==> src/rtl/tcw_pkg.sv <==
// Shared types and constants for the text console writer.
// No dependencies; every other file in rtl/ refers to it by scoped names.
`default_nettype none

package tcw_pkg;

    // Action codes carried by the action field of a command beat.
    localparam logic [1:0] ACT_PUT_CHAR  = 2'd0;
    localparam logic [1:0] ACT_DELETE    = 2'd1;
    localparam logic [1:0] ACT_POS_WRITE = 2'd2;
    localparam logic [1:0] ACT_READ      = 2'd3;

    // Register indexes of the configuration port.
    localparam logic CFG_TEXT_ATTR = 1'b0;
    localparam logic CFG_POS_LIMIT = 1'b1;

    // Character codes and the attribute that the power-up clear uses.
    localparam logic [7:0] BLANK_CHAR   = 8'd32;
    localparam logic [7:0] NEWLINE_CHAR = 8'd10;
    localparam logic [7:0] RESET_ATTR   = 8'd7;

    // Depth of the command queue between the front and the back end.
    localparam int FIFO_DEPTH = 2;

    // Command kinds after classification by the front end.
    typedef enum logic [2:0] {
        K_PUT_CHAR  = 3'd0,
        K_NEWLINE   = 3'd1,
        K_DELETE    = 3'd2,
        K_POS_WRITE = 3'd3,
        K_READ      = 3'd4
    } t_kind;

    // Classified command, without the cell index (its width is a parameter).
    typedef struct packed {
        t_kind      kind;
        logic       ok;
        logic [7:0] char_code;
    } t_cmd;

    // Result beat produced by the back end.
    typedef struct packed {
        logic       valid;
        logic       accepted;
        logic [7:0] read_char;
        logic [7:0] read_attr;
    } t_result;

    // Back-end sequencer states, one-hot.
    typedef enum logic [6:0] {
        ST_CLEAR  = 7'b0000001,
        ST_IDLE   = 7'b0000010,
        ST_EXEC   = 7'b0000100,
        ST_SCROLL = 7'b0001000,
        ST_BLANK  = 7'b0010000,
        ST_PAD    = 7'b0100000,
        ST_RDATA  = 7'b1000000
    } t_state;

endpackage

`default_nettype wire

==> src/rtl/tcw_front.sv <==
// Front end of the text console writer: takes command beats and classifies them.
// Depends on tcw_pkg for action codes and the command type.
`default_nettype none

module tcw_front #(
    parameter int IDX_W = 11,
    parameter int CELLS = 2000
) (
    input  wire logic             i_start,
    input  wire logic             i_hold,
    input  wire logic             i_full,
    input  wire logic [1:0]       i_action,
    input  wire logic [7:0]       i_char_code,
    input  wire logic [IDX_W-1:0] i_cell_index,
    input  wire logic [IDX_W-1:0] i_pos_limit,
    output tcw_pkg::t_cmd         o_cmd,
    output logic                  o_busy,
    output logic                  o_push
);

    logic in_screen;

    // The block refuses new beats during reset, the clear pass or a full queue.
    assign o_busy = i_hold | i_full;
    assign o_push = i_start & ~o_busy;

    assign in_screen = (i_cell_index < IDX_W'(CELLS));

    // Classify the command and settle its range checks up front.
    always_comb begin
        o_cmd.char_code = i_char_code;
        o_cmd.ok        = 1'b1;
        case (i_action)
            tcw_pkg::ACT_PUT_CHAR: begin
                o_cmd.kind = (i_char_code == tcw_pkg::NEWLINE_CHAR) ?
                             tcw_pkg::K_NEWLINE : tcw_pkg::K_PUT_CHAR;
            end
            tcw_pkg::ACT_DELETE: begin
                o_cmd.kind = tcw_pkg::K_DELETE;
            end
            tcw_pkg::ACT_POS_WRITE: begin
                o_cmd.kind = tcw_pkg::K_POS_WRITE;
                o_cmd.ok   = in_screen && (i_cell_index <= i_pos_limit);
            end
            tcw_pkg::ACT_READ: begin
                o_cmd.kind = tcw_pkg::K_READ;
                o_cmd.ok   = in_screen;
            end
            default: begin
                o_cmd.kind = tcw_pkg::K_READ;
                o_cmd.ok   = 1'b0;
            end
        endcase
    end

endmodule

`default_nettype wire

==> config.mk <==
export PLATFORM = sky130hd
export DESIGN_NAME = tcw_front
export DESIGN_NICKNAME = d
export VERILOG_FILES = /design/src/rtl/tcw_pkg.sv /design/src/rtl/tcw_front.sv
export SDC_FILE = /design/constraint.sdc
export NUM_CORES = 1
export LEC_CHECK = 0
export BUFFER_PORTS_ARGS = -buffer_cell sky130_fd_sc_hd__buf_2
export CAP_MARGIN = 5
export CORE_AREA = 2 2 39 41
export DETAILED_ROUTE_END_ITERATION = 8
export DIE_AREA = 0 0 41 43
export PLACE_DENSITY = 0.88
export SYNTH_ARGS = -nofsm -noshare
export SYNTH_HDL_FRONTEND = slang
export SYNTH_SLANG_ARGS = --single-unit
==> constraint.sdc <==
create_clock -name vclk -period 1.75
set_input_delay 0.35 -clock vclk [all_inputs]
set_output_delay 0.35 -clock vclk [all_outputs]
set_load 0.01 [all_outputs]
=== Word level (Yosys, flattened, before mapping) ===
Index checks and enable logic that the tools add are counted.

* Word-level logic and storage cells: 14
* Output and inout bits: 14
* Flip-flop bits (word level): 0

* Reduce and logical (&&, ||, !) cells: 2
* Muxes and demuxes: 3
* Bitwise operators: 3
* $lt $le $gt $ge: 2
* Equal/unequal tests: 4

{| class="wikitable"
|+ Operators by type and width
! operator !! count
|-
| $pmux 3 s4 || 1
|-
| $le 11x11->1 || 1
|-
| $lt 11x11->1 const B || 1
|-
| $eq 8x4->1 const B || 1
|-
| $eq 2x2->1 const B || 2
|-
| $eq 2x1->1 const B || 1
|-
| $logic_not 2->1 || 1
|-
| $pmux 1 s2 || 1
|-
| $and 1x1->1 || 1
|-
| $logic_and 1x1->1 || 1
|-
| $mux 1 || 1
|-
| $not 1->1 || 1
|-
| $or 1x1->1 || 1
|}

=== Logic depth before layout (Yosys ltp) ===
* Word-level depth: 3
* Mapped depth: 6
* Depth with buffers taken out: 6

=== Least setup slack after synthesis ===
OpenSTA, ideal clock, no wires.

* Kind: input-to-output
* Start point: in i_pos_limit[6]
* End point: out o_cmd[8] (netlist bit)
* Arrival: 1.285 ns
* Path slack: 0.115 ns
* Data required time: 1.400 ns
* Cell stages on the path: 6
* Cells stage by stage: inv_1 -> ha_1 -> and4_4 -> a31oi_2 -> o22ai_1 -> a31o_1

{| class="wikitable"
|+ RTL lines
! what !! RTL line !! RTL
|-
| from (decl) || tcw_front.sv:15 || <nowiki>input wire logic [IDX_W-1:0] i_pos_limit,</nowiki>
|-
| to (decl) || tcw_front.sv:16 || <nowiki>output tcw_pkg::t_cmd o_cmd,</nowiki>
|}

==> metrics.md <==
| Metric | Value |
|---|---|
| P_leak | `0.4444 nW` |
| Worst min path class | `input pin to output pin` |
| Post-layout min period | `1.789 ns` |
| Vias per cell | `4.885` |
| # DRC | `0` |
| Largest net degree at the start of global routing | `4` |
| Fillers | `105` |
| Most frequent cell after synthesis | `inv_1` |
| Num sequential | `0` |
| Total gr overflow | `0` |
| # port buffers | `49` |
| Die area | `1763 sq um` |
| Final worst slack | `-0.03904 ns` |
| Routed length per instance | `11.34 um` |
| Syn nets | `113` |
| Yosys top cell area share | `0.3723` |
| Worst setup endpoint | `o_cmd[8]` |
| Slew headroom | `0.8500` |
| Initial antenna violation count | `0` |
| Achievable Freq | `559.0 MHz` |
| Die Wd | `41 um` |
| Post-DRT Antenna Nets | `0` |
| Worst Min Path Start | `i_char_code[3]` |
| Pwr Density | `231.8 nW/um^2` |
| Num ports | `49` |
| Multi-input gate area | `528.0 sq um` |
| Core area | `1384 sq um` |
| Proportion of synthesized chip area in sequential cells | `0` |
| Crit path max fanout | `2` |
| Hold slack | `0.8958 ns` |
| DP Wirelength | `1080 um` |
| Sequential power share | `0` |
| WP data arrival | `1.44 ns` |
| Clock Power Share | `0` |
| Setup Crit Path Kind | `input pin to output pin` |
| Util after Layout | `0.6519` |
| Setup Viol. Count Final | `1` |
| RSZ-0062 raised after global routing | `yes` |
| CP max-delay cell | `ha_4` |
| Pre-CTS WS | `-0.1274 ns` |
| Peak VDD IR | `0.00009432 V` |
| Crit. Startpoint | `i_pos_limit[1]` |
| Initial DRC count | `5` |
| Final worst path period share | `1.022` |
| Synth warnings | `0` |
| First-pass GRT wire length | `2090 um` |
| Worst path required time | `1.40 ns` |
| Register Area | `0 sq um` |
| Final nets | `157` |
| Status | `complete, but fails checks` |
| Failing checks | `setup timing` |
| Switching power | `0.00009338 W` |
| Max-Cap Viols | `0` |
| Net Sw Frac | `0.4465` |
| Post-synthesis cell type count | `24` |
| Post-synthesis instance area | `470.5 sq um` |
| CP endpoint kind | `output pin` |
| Number of diodes | `0` |
| Synth-to-layout area growth | `91.76%` |
| Vias | `596` |
| Synth area leader | `ha_1` |
| Slew Limit Fails | `0` |
| Top cells by count, synth | `inv_1 (15), ha_1 (14), buf_4 (8)` |
| Synth area leaders | `ha_1 (37%), buf_4 (13%), inv_1 (12%), and4_4 (4.8%), a21oi_1 (3.2%)` |
| Int Pwr | `0.0001157 W` |
| Clock buffers | `0` |
| DRT Pass-1 Iters | `4` |
| Mapped Cells | `64` |
| Mapped Avg Cell Area | `7.351 sq um` |
| Total chip power | `0.0002091 W` |
| Die height | `43 um` |
| # rows | `14` |
| Initial Util | `0.3400` |
| Fin. Hold Viols | `0` |
| CP Launch Type | `input pin` |
| Post-Route WL | `1383 um` |
| Overall global routing resource usage | `0.1658` |
| Worst path cell trace | `buf_6 -> inv_4 -> ha_4 -> and3_4 -> a31oi_4 -> o22ai_1 -> a31o_1 -> buf_2` |
| Worst slew pin tran | `0.2235 ns` |
| CP peak stage delay | `0.19 ns` |
| Vias in the first global route | `588` |
| Share of post-route cells with drive strength above 1 | `0.7736` |
| RD Place Congestion | `0.6614` |
| CTS Hold Buffers Added | `0` |
| Comb power frac | `1.000` |
## area by class of cell
class              count  share of cell area
multi-input cells     41              0.5853
well taps             16             0.02219
inverters             15             0.07074
repair buffers        50              0.3218
## placed cells by master (no fill, tap or decap), types with 2 or more instances in the layout
cell type | netlist | layout
ha_1 | 14 | 3
and4_4 | 2 | 2
inv_1 | 15 | 4
inv_4 | 0 | 3
ha_4 | 0 | 11
inv_2 | 0 | 8
nand2_1 | 3 | 3
buf_6 | 0 | 6
buf_2 | 0 | 43
a21oi_1 | 3 | 2
o21ai_0 | 2 | 2
## routing by layer
layer  track usage  routed length (um)
met5             0                   0
met4             0                   0
met3             0                 155
met2        0.3781                 742
met1        0.1424                 485
## metrics by stage
stage          cell area (sq um)  std cells  TNS (ns)
3_3_place_gp               675.6        121   -0.1105
4_1_cts                    887.1        122  -0.02721
6_report                   902.1        122  -0.03904
2_1_floorplan              470.5         64         0
5_1_grt                    902.1        122  -0.08457
3_5_place_dp               675.6        121   -0.1274
## power groups by stage
| stage | clock network (W) | registers, W | logic (W) |
|---|---|---|---|
| 2_1_floorplan | 0 | 0 | 0.0000852 |
| 3_5_place_dp | 0 | 0 | 0.000144 |
| 5_1_grt | 0 | 0 | 0.000236 |
| 3_3_place_gp | 0 | 0 | 0.000138 |
| 6_report | 0 | 0 | 0.000209 |
| 4_1_cts | 0 | 0 | 0.000203 |
## worst min path at each step
stage                    end  depth (start not counted)
global placement    o_cmd[3]                          2
floorplan             o_push                          2
global route        o_cmd[0]                          2
finish              o_cmd[3]                          2
CTS                 o_cmd[3]                          2
detailed placement  o_cmd[3]                          2
## repair_timing
action,4_1_cts,5_1_grt
endpoints found under the setup margin,1,2
resized for setup,36,2
setup buffers,1,0
pin swaps,15,4
## worst max-delay path: cells and delay by family
family	cells	cell delay [ns]
adders and majority gates	1	0.19
buffers and inverters	3	0.28
AOI/OAI and AO/OA	3	0.43
and+or+nand+nor	1	0.18
## kinds of logic (layout without fill, tap and decap cells)
group                      Yosys count  in the layout  share of synthesized area
AOI/OAI and AO/OA                   12             12                     0.1702
adders and majority gates           14             14                     0.3723
buffers and inverters               23             65                     0.2473
and+or+nand+nor                     15             15                     0.2101
No activity file was read; power rests on OpenSTA's default activity.
