$ cat src/rtl/tcw_pkg.sv
// Shared types and constants for the text console writer.
// No dependencies; every other file in rtl/ refers to it by scoped names.
`default_nettype none

package tcw_pkg;

    // Action codes carried by the action field of a command beat.
    localparam logic [1:0] ACT_PUT_CHAR  = 2'd0;
    localparam logic [1:0] ACT_DELETE    = 2'd1;
    localparam logic [1:0] ACT_POS_WRITE = 2'd2;
    localparam logic [1:0] ACT_READ      = 2'd3;

    // Register indexes of the configuration port.
    localparam logic CFG_TEXT_ATTR = 1'b0;
    localparam logic CFG_POS_LIMIT = 1'b1;

    // Character codes and the attribute that the power-up clear uses.
    localparam logic [7:0] BLANK_CHAR   = 8'd32;
    localparam logic [7:0] NEWLINE_CHAR = 8'd10;
    localparam logic [7:0] RESET_ATTR   = 8'd7;

    // Depth of the command queue between the front and the back end.
    localparam int FIFO_DEPTH = 2;

    // Command kinds after classification by the front end.
    typedef enum logic [2:0] {
        K_PUT_CHAR  = 3'd0,
        K_NEWLINE   = 3'd1,
        K_DELETE    = 3'd2,
        K_POS_WRITE = 3'd3,
        K_READ      = 3'd4
    } t_kind;

    // Classified command, without the cell index (its width is a parameter).
    typedef struct packed {
        t_kind      kind;
        logic       ok;
        logic [7:0] char_code;
    } t_cmd;

    // Result beat produced by the back end.
    typedef struct packed {
        logic       valid;
        logic       accepted;
        logic [7:0] read_char;
        logic [7:0] read_attr;
    } t_result;

    // Back-end sequencer states, one-hot.
    typedef enum logic [6:0] {
        ST_CLEAR  = 7'b0000001,
        ST_IDLE   = 7'b0000010,
        ST_EXEC   = 7'b0000100,
        ST_SCROLL = 7'b0001000,
        ST_BLANK  = 7'b0010000,
        ST_PAD    = 7'b0100000,
        ST_RDATA  = 7'b1000000
    } t_state;

endpackage

`default_nettype wire

$ cat src/rtl/tcw_cmd_fifo.sv
// Short command queue between the front end and the back end.
// Depends on tcw_pkg for its depth.
`default_nettype none

module tcw_cmd_fifo #(
    parameter int DATA_W = 23
) (
    input  wire logic              i_clk,
    input  wire logic              i_rst_n,
    input  wire logic              i_push,
    input  wire logic [DATA_W-1:0] i_din,
    input  wire logic              i_pop,
    output logic      [DATA_W-1:0] o_dout,
    output logic                   o_full,
    output logic                   o_empty
);

    localparam int DEPTH = tcw_pkg::FIFO_DEPTH;
    localparam int PTR_W = (DEPTH > 1) ? $clog2(DEPTH) : 1;
    localparam int CNT_W = $clog2(DEPTH + 1);

    logic [DATA_W-1:0] r_mem [DEPTH];
    logic [PTR_W-1:0]  r_wp;
    logic [PTR_W-1:0]  r_rp;
    logic [CNT_W-1:0]  r_cnt;
    logic [PTR_W-1:0]  n_wp;
    logic [PTR_W-1:0]  n_rp;
    logic              do_push;
    logic              do_pop;

    assign o_full  = (r_cnt == CNT_W'(DEPTH));
    assign o_empty = (r_cnt == '0);
    assign o_dout  = r_mem[r_rp];

    assign do_push = i_push & ~o_full;
    assign do_pop  = i_pop & ~o_empty;

    // Pointers wrap at the queue depth.
    assign n_wp = (r_wp == PTR_W'(DEPTH - 1)) ? '0 : r_wp + 1'b1;
    assign n_rp = (r_rp == PTR_W'(DEPTH - 1)) ? '0 : r_rp + 1'b1;

    // Pointer and fill count.
    always_ff @(posedge i_clk) begin
        if (!i_rst_n) begin
            r_wp  <= '0;
            r_rp  <= '0;
            r_cnt <= '0;
        end else begin
            if (do_push) begin
                r_wp <= n_wp;
            end
            if (do_pop) begin
                r_rp <= n_rp;
            end
            if (do_push && !do_pop) begin
                r_cnt <= r_cnt + 1'b1;
            end else if (do_pop && !do_push) begin
                r_cnt <= r_cnt - 1'b1;
            end
        end
    end

    // Queue storage.
    always_ff @(posedge i_clk) begin
        if (do_push) begin
            r_mem[r_wp] <= i_din;
        end
    end

endmodule

`default_nettype wire

$ cat config.mk
export PLATFORM = sky130hd
export DESIGN_NAME = tcw_cmd_fifo
export DESIGN_NICKNAME = d
export VERILOG_FILES = /design/src/rtl/tcw_pkg.sv /design/src/rtl/tcw_cmd_fifo.sv
export SDC_FILE = /design/constraint.sdc
export NUM_CORES = 1
export LEC_CHECK = 0
export ABC_AREA = 1
export BUFFER_PORTS_ARGS = -buffer_cell sky130_fd_sc_hd__buf_2
export CAP_MARGIN = 0
export CORE_MARGIN = 10
export CORE_UTILIZATION = 51
export DETAILED_ROUTE_END_ITERATION = 10
export HOLD_SLACK_MARGIN = 0.12
export PLACE_DENSITY_LB_ADDON = 0.15
export SLEW_MARGIN = 5
export SYNTH_ARGS = -nofsm -noshare
export SYNTH_HDL_FRONTEND = slang
export SYNTH_SLANG_ARGS = --single-unit
export TNS_END_PERCENT = 30
$ cat constraint.sdc
create_clock -name i_clk -period 2.42 [get_ports i_clk]
set_clock_uncertainty 0.05 [all_clocks]
set_input_delay 0.363 -clock i_clk [delete_from_list [all_inputs] [get_ports i_clk]]
set_output_delay 0.363 -clock i_clk [all_outputs]
set_load 0.1 [all_outputs]
Yosys cells after proc, flatten, opt, wreduce, memory -nomap -nowiden. Memories as Yosys holds them, arrays and structs flattened. A register that Yosys moved wholly into a read port is not among the register bits. Cells that the tools add are included.

Add/sub/neg operators: 4. Equal/unequal tests: 1. Multiplexer cells: 8. Bitwise gates (word level): 4. Reduce and logical (&&, ||, !) cells: 6.

Operators by type and width (count): $mux 1 (6); $mux 2 (2); $add 1x1->1 const B (2); $add 2x1->2 const B (1); $and 1x1->1 (2); $eq 2x2->1 const B (1); $logic_and 1x1->1 (2); $logic_not 1->1 (2); $logic_not 2->1 (1); $not 1->1 (2); $reduce_bool 2->1 (1); $sub 2x1->2 const B (1).

Flip-flop bits (word level): 4. Bits in writable memories: 46. Bits of input ports: 27. Output and inout port bits: 25. Word-level logic and storage cells: 27. Memories: 1.

Memory list: r_mem (words 2, width 23, rd ports 1, clocked after memory_dff 1, wr ports 1, RTL line tcw_cmd_fifo.sv:22) `logic [DATA_W-1:0] r_mem [DEPTH];`.

Depth between registers and ports, before layout. Gate-level depths: netlist of the first run.

Depth in word-level cells: 7. Gate-level depth with buffers: 10.

Worst setup path after synthesis of the first run. OpenSTA, ideal clock, no wires.

Path kind: register -> register. From: register r_cnt[0]. To: register r_cnt[1]. Arrival: 2431 ps. Data required time: 2306 ps. Path slack: -125 ps. Stages on the path, launching flop included: 10. Path buffers: 0. Clock period less this slack: 2545 ps. Path through: dfxtp_1 > nor2_1 > nor2_1 > inv_1 > ha_1 > inv_1 > nand3_1 > nand2_1 > inv_1 > nor2_1.

Word-level cells in the longest chain between the ends: 6. Elaborated cells on any way between the ends: 15. Classes of those cells: add/sub (2); eq/ne (1); mux (2); bitwise (4); reduce/logical (6).

Ends and longest elaborated chain: from (decl) (RTL line tcw_cmd_fifo.sv:25) `logic [CNT_W-1:0] r_cnt;`; from (signal assigned) (RTL line tcw_cmd_fifo.sv:56) `r_cnt <= r_cnt + 1'b1;`; from (signal assigned) (RTL line tcw_cmd_fifo.sv:58) `r_cnt <= r_cnt - 1'b1;`; $logic_not 2->1 (*) (RTL line tcw_cmd_fifo.sv:32) `assign o_empty = (r_cnt == '0);`; net o_empty (RTL line tcw_cmd_fifo.sv:15) `output logic o_empty`; $not 1->1 (*) (RTL line tcw_cmd_fifo.sv:36) `assign do_pop = i_pop & ~o_empty;`; $and 1x1->1 (*) (RTL line tcw_cmd_fifo.sv:36); $logic_not 1->1 (RTL line tcw_cmd_fifo.sv:55) `if (do_push && !do_pop) begin`; $logic_and 1x1->1 (RTL line tcw_cmd_fifo.sv:55); $mux 2 / $reduce_bool 2->1 (equally long branches).

The timed path passes the listed nets; every way through them passes the cells marked *. The select of a mux whose other input is x is not followed. A chain may end at the register's enable or synchronous reset.

==> impl_metrics.json, run 1 <==
{
  "drc": 0,
  "slew_viol_final": 0,
  "syn_to_final_growth_pct": 41.0,
  "synth_edf_count": 46,
  "dieArea_um2": 6590,
  "syn_area_per_cell_um2": 17.5,
  "synth_common_cells": "46 x edfxtp_1, 23 x mux2_2, 11 x nor2_1",
  "path_cells": "buf_4 > mux2_2 > buf_12",
  "drtIter0Drc": 66,
  "ctsResizeCount": 0,
  "slowest_stage": "mux2_2",
  "yosysTopAreaCell": "edfxtp_1",
  "nFillCells": 249,
  "synth_nets": 137,
  "vdd_drop_max_mv": 0.833,
  "grt_pass1_vias": 1159,
  "total_power_uw": 3600,
  "ios": 52,
  "drt-wirelength-per-cell_um": 15.6,
  "cts_tree": "built",
  "clk_pin_slew_ps": 80,
  "die_w_um": 81.2,
  "rr_worst_depth": 3,
  "grt_usage": 0.109,
  "post-cts-setup-buffers": 0,
  "gp_congestion": 0.732,
  "drive_above_1_share": 0.524,
  "hpwl_um": 2660,
  "fin_crit_sh": 0.753,
  "power.density_nw_per_um2": 1340,
  "cts-buffers-inserted": 5,
  "synth_top_area_share": 0.724,
  "rsz0062_at_grt": "no",
  "finalSetupTns_ps": 0,
  "reg2reg_from": "r_cnt[0]",
  "syn-cell-area_um2": 1910,
  "leakagePower_uw": 0.00105,
  "setup_viol": 0,
  "cpPeakStageDelay_ps": 400,
  "yosysMostFrequentCell": "edfxtp_1",
  "relSlewSlack": 0.675,
  "netlist_instances": 109,
  "cp-start-kind": "flip-flop",
  "pre_cts_ws_ps": 786,
  "holdCritPathClass": "input pin to flip-flop",
  "vias_per_cell": 4.91,
  "ys_seq_area_frac": 0.776,
  "drv_cap": 0,
  "core-area_um2": 3630,
  "yosys-top-cells-area": "edfxtp_1 72%, mux2_2 14%, dfxtp_1 5.2%",
  "root_buffer": "clkbuf_8",
  "status": "complete, no violations",
  "antenna_found_initial": 0,
  "utilization": 0.741,
  "insertedDiodeCount": 0,
  "cts_htree_levels": 2,
  "wirelength_um": 3400,
  "crit_type": "flip-flop to output port",
  "start_util": 0.525,
  "vias": 1071,
  "clock_path_buffers": 2,
  "drtAntennaViolNets": 0,
  "grt_pass1_wl_um": 5460,
  "fin_crit_ps": 1820,
  "layout.nets": 197,
  "firstDrtPassIters": 4,
  "rows": 22,
  "clk_latency_ps": 290,
  "critPathCaptureType": "output port",
  "hold_viol": 0,
  "dieHeight_um": 81.2,
  "async_flop_share": 0,
  "yosys_warnings": 0,
  "grt_start_max_net_pins": 16,
  "tightest_slew_ps": 490,
  "ys_ff_latch": 51,
  "cts_sinks": 51,
  "crit_required_ps": 2010,
  "fmax_mhz": 549,
  "netlist-cell-type-count": 13,
  "fin_ws_ps": 598,
  "overflow": 0,
  "port_buffers": 51,
  "synth-main-ff-cell": "edfxtp_1",
  "crit_arrival_ps": 1410,
  "hold_buffers": 0,
  "min_delay_path_depth": 1,
  "crit_fanout": 13,
  "min_from": "i_din[19]"
}
==> logic make-up after synthesis <==
logic type                 after synthesis  share of synthesized area
DFF                                     51                      0.776
muxes                                   23                      0.136
and+or+nand+nor                         19                     0.0393
buffers and inverters                   11                     0.0295
AOI/OAI and AO/OA                        4                     0.0125
adders and majority gates                1                    0.00656
==> per-layer routing <==
layer | global-route usage | vias up | part of all wire
li1 | - | 516 | -
met1 | 0.115 | 522 | 0.38
met2 | 0.182 | 31 | 0.53
met3 | 0.0563 | 2 | 0.086
met4 | 0.0415 | 0 | 0.0050
met5 | 0 | - | 0
==> cell usage in the layout, fill, tap and decap left out <==
cell | synthesis | routed
mux2_2 | 23 | 23
clkinv_1 | 0 | 1
nor2_1 | 11 | 8
nand4_1 | 1 | 1
ha_1 | 1 | 1
buf_12 | 0 | 23
buf_4 | 0 | 4
a21oi_1 | 1 | 1
clkbuf_8 | 0 | 5
nand2_1 | 6 | 6
nor2_2 | 0 | 3
dfxtp_1 | 5 | 5
nand3_1 | 1 | 1
o21ai_0 | 2 | 2
edfxtp_1 | 46 | 46
clkinv_2 | 0 | 1
bufinv_16 | 0 | 1
buf_2 | 0 | 28
inv_1 | 9 | 9
o21ai_2 | 1 | 1
==> worst paths after layout <==
check,slack (ps),to
setup / recovery,600,o_dout[12]
hold / removal,210,r_mem[0][19]
setup reg to reg,800,r_mem[0][15]
hold reg to reg,470,r_rp
==> report_power, final <==
group	leakage [µW]	switching (µW)	internal (µW)	total, µW
combinational	0.000522	1280	618	1900
clock	0.0000556	241	302	543
sequential	0.000470	47.9	1110	1160
==> layout make-up <==
type	count	area [µm²]	share of cell area
clock buffers	5	68.8	0.0256
inverters	9	33.8	0.0126
well taps	48	60.1	0.0223
clock inverters	3	38.8	0.0144
multi-input cells	47	378	0.140
repair buffers	55	631	0.234
flip-flops and latches	51	1480	0.550
==> worst max-delay path, delay by kind of cell, from the launching register on <==
| family | cells | cell delay, ps |
|---|---|---|
| mux | 1 | 400 |
| buf+inv | 2 | 380 |
| flops | 1 | 330 |
==> metrics by stage <==
| step | std cells | hold WS [ps] | area [µm²] |
|---|---|---|---|
| 6_report | 218 | 210 | 2690 |
| 5_1_grt | 218 | 187 | 2690 |
| 4_1_cts | 218 | 193 | 2690 |
| 3_5_place_dp | 210 | 443 | 2580 |
| 3_3_place_gp | 210 | 432 | 2580 |
| 2_1_floorplan | 109 | 412 | 1910 |
==> sequential cells by signal, indices dropped and copies added (netlist names), named ones only <==
register	cells
r_cnt	2
r_mem	46
r_rp	1
r_wp	1
Note: power is estimated with default switching activity, not from simulation.
==> run 2: changes to the inputs <==
==> constraint.sdc (replaced) <==
create_clock -name i_clk -period 1.8 [get_ports i_clk]
set_clock_uncertainty 0.05 [all_clocks]
set_input_delay 0.27 -clock i_clk [delete_from_list [all_inputs] [get_ports i_clk]]
set_output_delay 0.27 -clock i_clk [all_outputs]
set_load 0.1 [all_outputs]
==> run 2 against run 1 <==
- sequential power grew 36%
- power grew 40%
- largest power group unchanged
- die area did not move
- combinational power grew 39%
- register-to-register slack worse by 680 ps
- first-iteration DRC count decreased by 26%
- via count up 12%
==> impl_metrics.json, run 2 (same netlist as run 1, synthesis figures left out) <==
{
  "overflow": 0,
  "cp-start-kind": "flip-flop",
  "relSlewSlack": 0.677,
  "top_register": "r_mem",
  "clk_latency_ps": 300,
  "layout_commonest_cell": "edfxtp_1",
  "grt_pass1_wl_um": 6760,
  "clock_path_buffers": 2,
  "design_area_um2": 2960,
  "rsz0062_at_grt": "yes",
  "grt_start_max_net_pins": 16,
  "vias": 1197,
  "critPathCaptureType": "output port",
  "insertedDiodeCount": 0,
  "post-cts-setup-buffers": 0,
  "power.density_nw_per_um2": 1700,
  "setup_viol": 0,
  "crit_arrival_ps": 1400,
  "vdd_drop_max_mv": 1.47,
  "drtIter0Drc": 49,
  "layout.nets": 222,
  "utilization": 0.815,
  "cts_sinks": 51,
  "gp_congestion": 0.738,
  "final_cell_count_no_fill": 243,
  "fin_crit_sh": 0.957,
  "ios": 52,
  "cts_tree": "built",
  "hpwl_um": 2770,
  "drtAntennaViolNets": 0,
  "dieHeight_um": 81.2,
  "holdCritPathClass": "input pin to flip-flop",
  "vias_per_cell": 4.93,
  "clk_pin_slew_ps": 90,
  "place_area_um2": 2600,
  "largest_register_ff_count": 46,
  "crit_fanout": 15,
  "rows": 22,
  "start_util": 0.525,
  "drv_cap": 0,
  "dpl.cell_count": 212,
  "tightest_slew_ps": 488,
  "crit_required_ps": 1480,
  "hold_viol": 0,
  "dieArea_um2": 6590,
  "firstDrtPassIters": 4,
  "slew_viol_final": 0,
  "cts_htree_levels": 2,
  "top_regs": "r_mem x46, r_cnt x2",
  "crit_type": "flip-flop to output port",
  "grt_pass1_vias": 1369,
  "layout_common_cells": "46 x edfxtp_1, 28 x buf_2, 23 x mux2_2, 23 x dlygate4sd3_1, 23 x buf_12",
  "drive_above_1_share": 0.482,
  "leakagePower_uw": 0.00116,
  "finalSetupTns_ps": 0,
  "wirelength_um": 4130,
  "root_buffer": "clkbuf_8",
  "core-area_um2": 3630,
  "port_buffers": 51,
  "syn_to_final_growth_pct": 55.1,
  "antenna_found_initial": 0,
  "status": "complete, no violations",
  "fin_crit_ps": 1720,
  "fmax_mhz": 580,
  "drt-wirelength-per-cell_um": 17.0,
  "grt_usage": 0.137,
  "die_w_um": 81.2,
  "r2r_slack_ps": 120,
  "drc": 0,
  "cts-buffers-inserted": 5
}
[run 2: path summary, 6_finish.rpt]
| path | start | endpoint | depth (start not counted) |
|---|---|---|---|
| min | i_rst_n | r_cnt[1] | 3 |
| max | flip-flop | o_dout[7] | 3 |
| min reg2reg | r_rp | r_rp | 2 |
| max reg2reg | r_cnt[1] | r_cnt[1] | 9 |
[run 2: critical path, cell delays in order, from the launching register on]
cell and delay, ps:
dfxtp_1 350, buf_6 190, mux2_2 380, buf_12 170
[run 2: per-stage QoR]
| step | hold WS [ps] | total power (µW) | setup WS [ps] |
|---|---|---|---|
| after floorplan | 319 | 3310 | -231 |
| final | 191 | 5030 | 76.9 |
| after global placement | 408 | 4130 | 378 |
| after detailed placement | 411 | 4180 | 247 |
| after CTS | 170 | 5020 | 20.9 |
| after global routing | 192 | 5230 | -26.8 |
[run 2: final cells by class]
class,count,area (µm²)
inverters,9,33.8
flip-flops and latches,51,1480
repair buffers,80,880
clock inverters,2,35.0
multi-input cells,47,385
clock buffers,6,82.6
well taps,48,60.1
fillers,220,673
[run 2: report_power, final]
part / total (µW) / switching (µW) / internal [µW]
Combinational: 2650 / 1770 / 884
Sequential: 1580 / 73.9 / 1500
Clock: 804 / 355 / 450
[run 2: per-layer routing]
metal | track usage | share of wire
met2 | 0.248 | 0.56
met3 | 0.0563 | 0.071
met4 | 0.0467 | 0.018
met5 | 0 | 0
met1 | 0.141 | 0.35
[run 2: timing repair]
action                                  4_1_cts  5_1_grt
resized for setup                             0        4
endpoints found under the hold margin        46        0
hold buffers                                 23        0
endpoints found under the setup margin        0       16
